### config.mk
export PLATFORM = sky130hd
export DESIGN_NAME = lidar_packet_timestamp
export DESIGN_NICKNAME = d
export VERILOG_FILES = /design/src/lpts_pkg.sv /design/src/lpts_ctrl.sv /design/src/lpts_datapath.sv /design/src/lidar_packet_timestamp.sv
export SDC_FILE = /design/constraint.sdc
export NUM_CORES = 2
export LEC_CHECK = 0
export ABC_CLOCK_PERIOD_IN_PS = 6260
export BUFFER_PORTS_ARGS = -buffer_cell sky130_fd_sc_hd__buf_2
export CELL_PAD_IN_SITES_DETAIL_PLACEMENT = 1
export CELL_PAD_IN_SITES_GLOBAL_PLACEMENT = 2
export CORE_ASPECT_RATIO = 0.7
export CORE_UTILIZATION = 40
export CTS_CLUSTER_DIAMETER = 100
export CTS_CLUSTER_SIZE = 25
export DETAILED_ROUTE_END_ITERATION = 12
export GPL_ROUTABILITY_DRIVEN = 0
export PLACE_DENSITY = 0.78
export SETUP_SLACK_MARGIN = 0.02
export SYNTH_ARGS = -nofsm -noshare
export SYNTH_HDL_FRONTEND = slang
export SYNTH_HIERARCHICAL = 1
export SYNTH_SLANG_ARGS = --single-unit
### constraint.sdc
create_clock -name i_clk -period 6.26 [get_ports i_clk]
set_input_delay 1.878 -clock i_clk [delete_from_list [all_inputs] [get_ports i_clk]]
set_output_delay 1.878 -clock i_clk [all_outputs]
set_load 0.02 [all_outputs]
### src/lpts_pkg.sv
`default_nettype none
package lpts_pkg;

    // Input transaction: one packet byte
    typedef struct packed {
        logic [7:0] packet_byte;
        logic       last_byte;
    } t_in;

    // Output transaction: one timestamp
    typedef struct packed {
        logic [33:0] epoch_seconds;
        logic [19:0] sub_second_us;
    } t_out;

    // Controller to datapath
    typedef struct packed {
        logic take_byte;
        logic div_load;
        logic div_step;
        logic save_ms;
        logic wrap;
        logic out_load;
    } t_cmd;

    // Datapath to controller
    typedef struct packed {
        logic end_data;
    } t_sts;

    localparam int unsigned PosBits  = 11;
    localparam int unsigned DivBits  = 32;
    localparam int unsigned DivSteps = 2;

    // ceil(2^38 / 1000): exact quotient for any 32-bit dividend after >> 38
    localparam logic [28:0] DIV_MAGIC = 29'd274877907;

    localparam logic [1:0] KIND_NONE = 2'd0;
    localparam logic [1:0] KIND_POS  = 2'd1;
    localparam logic [1:0] KIND_DATA = 2'd2;

    localparam logic [7:0] HDR_A5 = 8'hA5;
    localparam logic [7:0] HDR_FF = 8'hFF;
    localparam logic [7:0] HDR_00 = 8'h00;
    localparam logic [7:0] HDR_5A = 8'h5A;
    localparam logic [7:0] HDR_EE = 8'hEE;

    localparam logic [PosBits-1:0] POS_MAX      = 11'd2047;
    localparam logic [PosBits-1:0] POS_DATE_LO  = 11'd36;
    localparam logic [PosBits-1:0] POS_DATE_HI  = 11'd41;
    localparam logic [PosBits-1:0] POS_MICRO_LO = 11'd1200;
    localparam logic [PosBits-1:0] POS_MICRO_HI = 11'd1203;

    localparam logic [10:0] DIVISOR  = 11'd1000;
    localparam logic [11:0] BASE_YEAR = 12'd2000;
    // Days from 0000-03-01 to 1970-01-01, plus one for the 1-based day
    localparam logic [20:0] EPOCH_DAYS = 21'd719469;

    // Days from March 1 to the first of the given 0-based month
    function automatic logic [8:0] f_doy(input logic [3:0] mon0);
        logic [8:0] d;
        case (mon0)
            4'd0:    d = 9'd306;
            4'd1:    d = 9'd337;
            4'd2:    d = 9'd0;
            4'd3:    d = 9'd31;
            4'd4:    d = 9'd61;
            4'd5:    d = 9'd92;
            4'd6:    d = 9'd122;
            4'd7:    d = 9'd153;
            4'd8:    d = 9'd184;
            4'd9:    d = 9'd214;
            4'd10:   d = 9'd245;
            4'd11:   d = 9'd275;
            default: d = 9'd0;
        endcase
        return d;
    endfunction

endpackage
`default_nettype wire

### src/lpts_ctrl.sv
`default_nettype none
module lpts_ctrl (
    input  wire logic          i_clk,
    input  wire logic          i_rst_n,
    input  wire logic          i_in_valid,
    output logic               o_in_stall,
    output logic               o_out_valid,
    input  wire logic          i_out_stall,
    input  wire lpts_pkg::t_sts i_sts,
    output lpts_pkg::t_cmd     o_cmd
);
    import lpts_pkg::*;

    localparam logic [2:0] S_RUN  = 3'd0;
    localparam logic [2:0] S_LOAD = 3'd1;
    localparam logic [2:0] S_DIV1 = 3'd2;
    localparam logic [2:0] S_SAVE = 3'd3;
    localparam logic [2:0] S_DIV2 = 3'd4;
    localparam logic [2:0] S_WRAP = 3'd5;
    localparam logic [2:0] S_DONE = 3'd6;

    localparam logic [4:0] LastStep = 5'(DivSteps - 1);

    logic [2:0] r_state, n_state;
    logic [4:0] r_cnt, n_cnt;
    logic       r_out_valid, n_out_valid;
    logic       out_free;

    assign out_free    = !r_out_valid || !i_out_stall;
    assign o_in_stall  = (r_state != S_RUN);
    assign o_out_valid = r_out_valid;

    always_comb begin
        n_state = r_state;
        n_cnt   = r_cnt;
        o_cmd   = '0;
        unique case (r_state)
            S_RUN: begin
                o_cmd.take_byte = i_in_valid;
                if (i_in_valid && i_sts.end_data) begin
                    n_state = S_LOAD;
                end
            end
            S_LOAD: begin
                o_cmd.div_load = 1'b1;
                n_cnt   = '0;
                n_state = S_DIV1;
            end
            S_DIV1: begin
                o_cmd.div_step = 1'b1;
                n_cnt = r_cnt + 5'd1;
                if (r_cnt == LastStep) begin
                    n_state = S_SAVE;
                end
            end
            S_SAVE: begin
                o_cmd.save_ms = 1'b1;
                n_cnt   = '0;
                n_state = S_DIV2;
            end
            S_DIV2: begin
                o_cmd.div_step = 1'b1;
                n_cnt = r_cnt + 5'd1;
                if (r_cnt == LastStep) begin
                    n_state = S_WRAP;
                end
            end
            S_WRAP: begin
                o_cmd.wrap = 1'b1;
                n_state = S_DONE;
            end
            S_DONE: begin
                // hold until the output register is free
                if (out_free) begin
                    o_cmd.out_load = 1'b1;
                    n_state = S_RUN;
                end
            end
            default: begin
                n_state = S_RUN;
            end
        endcase
    end

    always_comb begin
        n_out_valid = r_out_valid;
        if (r_out_valid && !i_out_stall) begin
            n_out_valid = 1'b0;
        end
        if (o_cmd.out_load) begin
            n_out_valid = 1'b1;
        end
    end

    always_ff @(posedge i_clk) begin
        if (!i_rst_n) begin
            r_state     <= S_RUN;
            r_cnt       <= '0;
            r_out_valid <= 1'b0;
        end else begin
            r_state     <= n_state;
            r_cnt       <= n_cnt;
            r_out_valid <= n_out_valid;
        end
    end

endmodule
`default_nettype wire

### src/lpts_datapath.sv
`default_nettype none
module lpts_datapath #(
    parameter int unsigned PACKET_BYTES = 1206
) (
    input  wire logic          i_clk,
    input  wire logic          i_rst_n,
    input  wire lpts_pkg::t_in  i_in_data,
    input  wire lpts_pkg::t_cmd i_cmd,
    output lpts_pkg::t_sts     o_sts,
    output lpts_pkg::t_out     o_out_data
);
    import lpts_pkg::*;

    localparam logic [PosBits-1:0] LastPos = PosBits'(PACKET_BYTES - 1);

    // ---------------- packet parser ----------------
    logic [PosBits-1:0] r_pos;
    logic [1:0]         r_kind, n_kind;
    logic [7:0]         r_pending [6];
    logic [7:0]         r_stored  [6];
    logic [31:0]        r_micro;
    logic [7:0]         b;
    logic               at_end;
    logic [2:0]         date_idx;
    logic [1:0]         lane;
    logic [PosBits-1:0] date_off;
    logic [PosBits-1:0] micro_off;

    assign b         = i_in_data.packet_byte;
    assign at_end    = i_in_data.last_byte && (r_pos == LastPos);
    assign date_off  = POS_DATE_HI - r_pos;
    assign date_idx  = date_off[2:0];
    assign micro_off = r_pos - POS_MICRO_LO;
    assign lane      = micro_off[1:0];

    assign o_sts.end_data = at_end && (r_kind == KIND_DATA);

    always_comb begin
        n_kind = r_kind;
        if (r_pos == 11'd0) begin
            n_kind = (b == HDR_A5) ? KIND_POS : (b == HDR_FF) ? KIND_DATA : KIND_NONE;
        end else if (r_pos == 11'd1) begin
            if ((r_kind == KIND_POS && b != HDR_FF) || (r_kind == KIND_DATA && b != HDR_EE)) begin
                n_kind = KIND_NONE;
            end
        end else if (r_pos == 11'd2) begin
            if (r_kind == KIND_POS && b != HDR_00) begin
                n_kind = KIND_NONE;
            end
        end else if (r_pos == 11'd3) begin
            if (r_kind == KIND_POS && b != HDR_5A) begin
                n_kind = KIND_NONE;
            end
        end
        if (i_in_data.last_byte) begin
            n_kind = KIND_NONE;
        end
    end

    always_ff @(posedge i_clk) begin
        if (!i_rst_n) begin
            r_pos  <= '0;
            r_kind <= KIND_NONE;
            for (int i = 0; i < 6; i++) begin
                r_pending[i] <= '0;
                r_stored[i]  <= '0;
            end
        end else if (i_cmd.take_byte) begin
            r_kind <= n_kind;
            if (i_in_data.last_byte) begin
                r_pos <= '0;
            end else if (r_pos < POS_MAX) begin
                r_pos <= r_pos + 11'd1;
            end
            if (r_pos >= POS_DATE_LO && r_pos <= POS_DATE_HI) begin
                r_pending[date_idx] <= b;
            end
            // keep the date of a complete position packet
            if (at_end && r_kind == KIND_POS) begin
                for (int i = 0; i < 6; i++) begin
                    r_stored[i] <= r_pending[i];
                end
            end
        end
    end

    always_ff @(posedge i_clk) begin
        if (i_cmd.take_byte && r_pos >= POS_MICRO_LO && r_pos <= POS_MICRO_HI) begin
            r_micro[8*lane +: 8] <= b;
        end
    end

    // ---------------- divide by 1000, reciprocal multiply ----------------
    // Two steps per pass: the quotient lands first, the remainder follows from it.
    logic [DivBits-1:0] r_dvd;
    logic [22:0]        r_quo;
    logic [9:0]         r_rem;
    logic [22:0]        r_ms;
    logic [9:0]         r_us;
    logic [9:0]         r_msf;
    logic [60:0]        quo_prod;
    logic [DivBits-1:0] rem_full;

    assign quo_prod = 61'(r_dvd) * 61'(DIV_MAGIC);
    assign rem_full = r_dvd - DivBits'(r_quo) * DivBits'(DIVISOR);

    always_ff @(posedge i_clk) begin
        if (i_cmd.div_load) begin
            r_dvd <= r_micro;
        end else if (i_cmd.div_step) begin
            r_quo <= quo_prod[60:38];
            r_rem <= rem_full[9:0];
        end else if (i_cmd.save_ms) begin
            r_ms  <= r_quo;
            r_us  <= r_rem;
            r_dvd <= DivBits'(r_quo);
        end
        if (i_cmd.wrap) begin
            r_msf <= (r_ms > 23'd1000) ? r_rem : r_ms[9:0];
        end
    end

    // ---------------- calendar pipeline ----------------
    // The kept date is static while the divider runs, so these stages settle
    // long before the result is taken.
    logic [7:0]  mo_m1;
    logic [15:0] q_prod;
    logic [4:0]  q12;
    logic [7:0]  r12;
    logic [11:0] r_year;
    logic [3:0]  r_mon;
    logic [11:0] r_ya;
    logic [8:0]  r_doy, r_doy2;
    logic [11:0] r_ya2;
    logic [24:0] c_prod;
    logic [4:0]  r_c100;
    logic [19:0] r_y365;
    logic [20:0] days_sum;
    logic [16:0] r_days;
    logic [33:0] r_dsec;
    logic [19:0] r_hms;
    logic [33:0] r_epoch;

    assign mo_m1  = r_stored[4] - 8'd1;
    assign q_prod = 16'(mo_m1) * 16'd171;   // floor(x/12) for x < 256
    assign q12    = q_prod[15:11];
    assign r12    = mo_m1 - 8'(q12) * 8'd12;
    assign c_prod = 25'(r_ya) * 25'd5243;   // floor(y/100) for y < 4096

    assign days_sum = 21'(r_y365) + 21'(r_ya2[11:2]) - 21'(r_c100) + 21'(r_c100[4:2])
                    + 21'(r_doy2) + 21'(r_stored[3]) - EPOCH_DAYS;

    always_ff @(posedge i_clk) begin
        if (r_stored[4] == 8'd0) begin
            r_year <= BASE_YEAR - 12'd1 + 12'(r_stored[5]);
            r_mon  <= 4'd11;
        end else begin
            r_year <= BASE_YEAR + 12'(r_stored[5]) + 12'(q12);
            r_mon  <= r12[3:0];
        end
        // January and February count in the year before
        r_ya   <= (r_mon <= 4'd1) ? r_year - 12'd1 : r_year;
        r_doy  <= f_doy(r_mon);
        r_c100 <= c_prod[23:19];
        r_y365 <= 20'(r_ya) * 20'd365;
        r_ya2  <= r_ya;
        r_doy2 <= r_doy;
        r_days <= days_sum[16:0];
        r_dsec <= 34'(r_days) * 34'd86400;
        r_hms  <= 20'(r_stored[2]) * 20'd3600 + 20'(r_stored[1]) * 20'd60
                + 20'(r_stored[0]);
        r_epoch <= r_dsec + 34'(r_hms);
    end

    // ---------------- output register ----------------
    always_ff @(posedge i_clk) begin
        if (i_cmd.out_load) begin
            o_out_data.epoch_seconds <= r_epoch;
            o_out_data.sub_second_us <= 20'(r_msf) * 20'd1000 + 20'(r_us);
        end
    end

endmodule
`default_nettype wire

### src/lidar_packet_timestamp.sv
// Channel  Direction  Handshake                    Payload
// in       receive    i_in_valid / o_in_stall      lpts_pkg::t_in  (one packet byte)
// out      send       o_out_valid / i_out_stall    lpts_pkg::t_out (one timestamp)
//
// One byte is taken per cycle while the input is not stalled.
// After the last byte of a data packet of the right length the input stalls
// through load, two 2-step passes of the reciprocal divide by 1000, save, wrap
// and output load; the stall lasts longer only while a previous timestamp is
// still waiting.
// Reset is synchronous and active low; it clears the parser, the kept date and
// the output valid.
`default_nettype none
module lidar_packet_timestamp #(
    parameter int unsigned PACKET_BYTES = 1206
) (
    input  wire logic          i_clk,
    input  wire logic          i_rst_n,
    input  wire logic          i_in_valid,
    output logic               o_in_stall,
    input  wire lpts_pkg::t_in  i_in_data,
    output logic               o_out_valid,
    input  wire logic          i_out_stall,
    output lpts_pkg::t_out     o_out_data
);
    import lpts_pkg::*;

    t_cmd cmd;
    t_sts sts;

    lpts_ctrl u_ctrl (
        .i_clk       (i_clk),
        .i_rst_n     (i_rst_n),
        .i_in_valid  (i_in_valid),
        .o_in_stall  (o_in_stall),
        .o_out_valid (o_out_valid),
        .i_out_stall (i_out_stall),
        .i_sts       (sts),
        .o_cmd       (cmd)
    );

    lpts_datapath #(
        .PACKET_BYTES (PACKET_BYTES)
    ) u_datapath (
        .i_clk      (i_clk),
        .i_rst_n    (i_rst_n),
        .i_in_data  (i_in_data),
        .i_cmd      (cmd),
        .o_sts      (sts),
        .o_out_data (o_out_data)
    );

endmodule
`default_nettype wire

==> flow_metrics.py <==
metrics = {
    "route": {
        "wl_per_cell_um": 20.2,
        "drt_iter0_markers": 1520,
        "avgViaCountPerCell": 4.92,
        "drt-total-wl_mm": 122,
        "drc": 0,
        "vias": 29700,
        "ant_nets": 0,
        "drtPass1Iterations": 6,
    },
    "worst_setup_path": {
        "r2r_setup_slack_ns": -0.54,
        "crit_required_ns": 6.63,
        "slowest_stage": "fa_1",
        "cpLargestDelayFamily": "adder cells",
        "end_kind": "register",
        "critical_path.max_stage_delay_ns": 0.52,
        "r2r_start": "u_datapath/r_dvd[6]",
        "critPathBufInv": 8,
        "critPathLaunchType": "register",
        "cp.arrival_ns": 7.17,
        "worstPathMaxFanout": 4,
        "timing.rr.end": "u_datapath/r_quo[11]",
        "r2r_cells": 26,
        "path_common_cell": "fa_1",
        "critical_path_class": "register to register",
    },
    "die": {
        "initial_core_util_pct": 40.4,
        "die_w_um": 406,
        "coreArea_um2": 113000,
        "io_pins": 69,
        "rows": 103,
        "die_h_um": 285,
        "dieArea_um2": 115000,
    },
    "status": {
        "status": "finished with violations",
        "failed_checks": "setup timing",
    },
    "yosys": {
        "synth_cells": 4175,
        "yosysTopAreaCell": "ha_1",
        "syn_nets": 5546,
        "yosysSeqAreaShare_pct": 27.8,
        "synth_edf_count": 290,
        "synth_area_leaders": "ha_1 23%, fa_1 23%, edfxtp_1 19%",
        "yosysTopAreaCellShare_pct": 23.2,
        "synth_cell_types": 77,
        "yosys_warnings": 6,
        "syn_area_per_cell_um2": 10.9,
        "async_reset_ff_share_pct": 0,
        "syn_area_um2": 45600,
        "ys_seq_elements": 488,
        "ys.flop_type": "edfxtp_1",
    },
    "clock_tree": {
        "max-clock-path-buffers": 3,
        "cts_htree_levels": 1,
        "clkTransAtPathRegs_ns": 0.11,
        "cts.sinks": 488,
        "clkLatencyLatePin_ns": 0.63,
        "root_buffer": "clkbuf_16",
        "cts_tree": "yes",
        "cts_inserted_buffers": 26,
        "hold_buffers": 0,
    },
    "global_routing": {
        "grt_max_degree": 52,
        "grt_pass1_wl_mm": 189,
        "track_usage_pct": 21.5,
        "grt_pass1_vias": 31700,
        "grt_overflow": 0,
        "antenna_found_initial": 11,
    },
    "timing": {
        "max_slew_margin_pct": 11.1,
        "post-route-period-util_pct": 109,
        "skew_ns": 0.0328,
        "whs_ns": 0.323,
        "rsz0062_at_grt": "yes",
        "worst_slew_pin_slew_ns": 1.33,
        "fin_ws_ns": -0.539,
        "layout_min_cycle_time_ns": 6.80,
        "setup-violations-final": 23,
        "max_freq_ghz": 0.147,
        "final_max_slew_viol_count": 0,
        "finalHoldViolCount": 0,
    },
    "hold_path": {
        "whs_path_depth": 0,
        "hp-class": "register to register",
        "whs_endpoint": "u_datapath/r_epoch[3]",
        "min-delay-start": "u_datapath/r_hms[3]",
    },
    "layout": {
        "final_nets": 5870,
        "fillers": 12300,
        "syn_to_final_growth_pct": 14.2,
        "drive_above_1_share_pct": 13.7,
    },
    "placed_design": {
        "port_buffers": 68,
        "hpwl_mm": 104,
        "place_ws_ns": -0.789,
    },
    "flow_run": {
        "drv_cap": 0,
    },
}
==> cells in the final DEF, fill, tap and decap left out, types with 15 or more instances in the layout <==
cell and count:
o21a_1 19, and3_1 19, fa_2 31, mux2_2 32, xor2_1 57, nand4_1 18
edfxtp_1 290, clkbuf_16 27, ha_1 774, nor2_1 158, nor3_1 49, nand2b_1 28
a21o_1 55, buf_4 227, a21oi_1 118, fa_1 482, or3_1 16, nand2_1 101
buf_2 68, nand3_1 46, inv_2 25, inv_1 956, xnor2_1 147, buf_6 24
and2_1 101, ha_4 64, dfxtp_1 198, o21bai_1 17, nor2b_1 21, o21ai_1 15
o21ai_0 66
==> cell families (layout without fill, tap and decap cells) <==
family	count (synthesis)	in the layout	share of synthesized area, %
muxes	35	35	0.856
DFF	488	488	27.8
other	0	6	0
AOI/OAI and AO/OA	429	429	6.06
xor gates and xnor gates	211	211	4.08
adders and majority gates	1358	1358	45.7
and+or+nand+nor	644	644	7.22
buffers and inverters	1010	1354	8.33
==> flip-flops by register name (all words and copies together), names as in the netlist, 9 cells and up <==
signal / count
u_datapath/r_epoch: 34
u_datapath/r_doy2: 9
u_datapath/r_doy: 9
u_datapath/r_year: 12
u_datapath/r_dvd: 32
u_datapath/r_pos: 11
u_datapath/o_out_data: 54
u_datapath/r_ya2: 10
u_datapath/r_ya: 12
u_datapath/r_hms: 20
u_datapath/r_stored: 48
u_datapath/r_msf: 10
u_datapath/r_ms: 23
u_datapath/r_quo: 23
u_datapath/r_us: 10
u_datapath/r_pending: 48
u_datapath/r_y365: 17
u_datapath/r_dsec: 27
u_datapath/r_rem: 10
u_datapath/r_micro: 32
u_datapath/r_days: 17
==> per-layer routing <==
| layer | wire [µm] | global-route usage (%) | vias up |
|---|---|---|---|
| met5 | 0 | 0 | - |
| met4 | 1330 | 2.39 | 0 |
| met3 | 7530 | 4.89 | 71 |
| met2 | 46600 | 28.7 | 489 |
| met1 | 66600 | 35.1 | 14900 |
| li1 | - | - | 14200 |
==> through the flow <==
stage	utilization (%)	cells	cell area, µm²	setup TNS [ns]
floorplan	-	4175	46200	-1.73
global placement	44.2	5941	49900	-12.62
detailed placement	44.2	5941	49900	-14.28
CTS	45.6	6018	51500	-8.60
global route	46.1	6046	52100	-13.56
finish	46.2	6047	52100	-8.76
==> timing repair <==
| action | CTS | global route |
|---|---|---|
| gates cloned | 0 | 0 |
| pin swaps | 42 | 67 |
| resized for setup | 104 | 73 |
| setup endpoints to repair | 25 | 30 |
| setup buffers | 31 | 25 |
==> worst max path at each step <==
stage,startpoint,endpoint,slack (ns),cells after the start
global route,u_datapath/r_dvd[16],u_datapath/r_quo[9],-0.75,24
CTS,u_datapath/r_dvd[8],u_datapath/r_quo[11],-0.53,26
finish,u_datapath/r_dvd[6],u_datapath/r_quo[11],-0.54,26
detailed placement,u_datapath/r_dvd[28],u_datapath/r_quo[7],-0.79,22
global placement,u_datapath/r_dvd[6],u_datapath/r_quo[17],-0.72,25
floorplan,u_datapath/r_dvd[18],u_datapath/r_quo[19],-0.26,22
==> Yosys cell counts (all sizes together) (23+ instances only) <==
library cell and n:
dfxtp 198, mux2 32, nand3 51, xor2 59, and2 103, a21oi 134, o21ai 87, inv 981
xnor2 151, edfxtp 290, nor2 170, clkbuf 23, ha 845, nor2b 24, nand2 108, nand2b 29
nor3 51, fa 513, a21o 55
==> worst register-to-register path, cell delays in order (launching register included) <==
cell	delay, ns
edfxtp_1	0.42
buf_6	0.15
ha_4	0.23
fa_2	0.35
fa_1	0.50
inv_2	0.04
fa_1	0.50
inv_1	0.05
fa_1	0.50
inv_2	0.04
fa_1	0.49
inv_2	0.04
fa_1	0.52
inv_1	0.05
fa_1	0.49
inv_2	0.05
ha_4	0.22
buf_6	0.11
a211oi_2	0.17
nand2_1	0.11
a21oi_4	0.28
and2_4	0.22
o21ai_4	0.08
o31a_4	0.31
o41a_1	0.36
a21oi_2	0.17
xnor2_1	0.09
==> layout make-up <==
cell class	count	area [µm²]	area share [%]
clock inverters	11	140	0.269
clock buffers	37	713	1.37
repair buffers	325	2430	4.67
well taps	1522	1900	3.66
diodes	6	15.0	0.0288
inverters	981	3680	7.07
multi-input cells	2677	30500	58.6
flip-flops and latches	488	12700	24.3
Power is left out: the tool's default activity adds up to more than one toggle a clock period on the data nets, which glitch-free logic cannot reach.
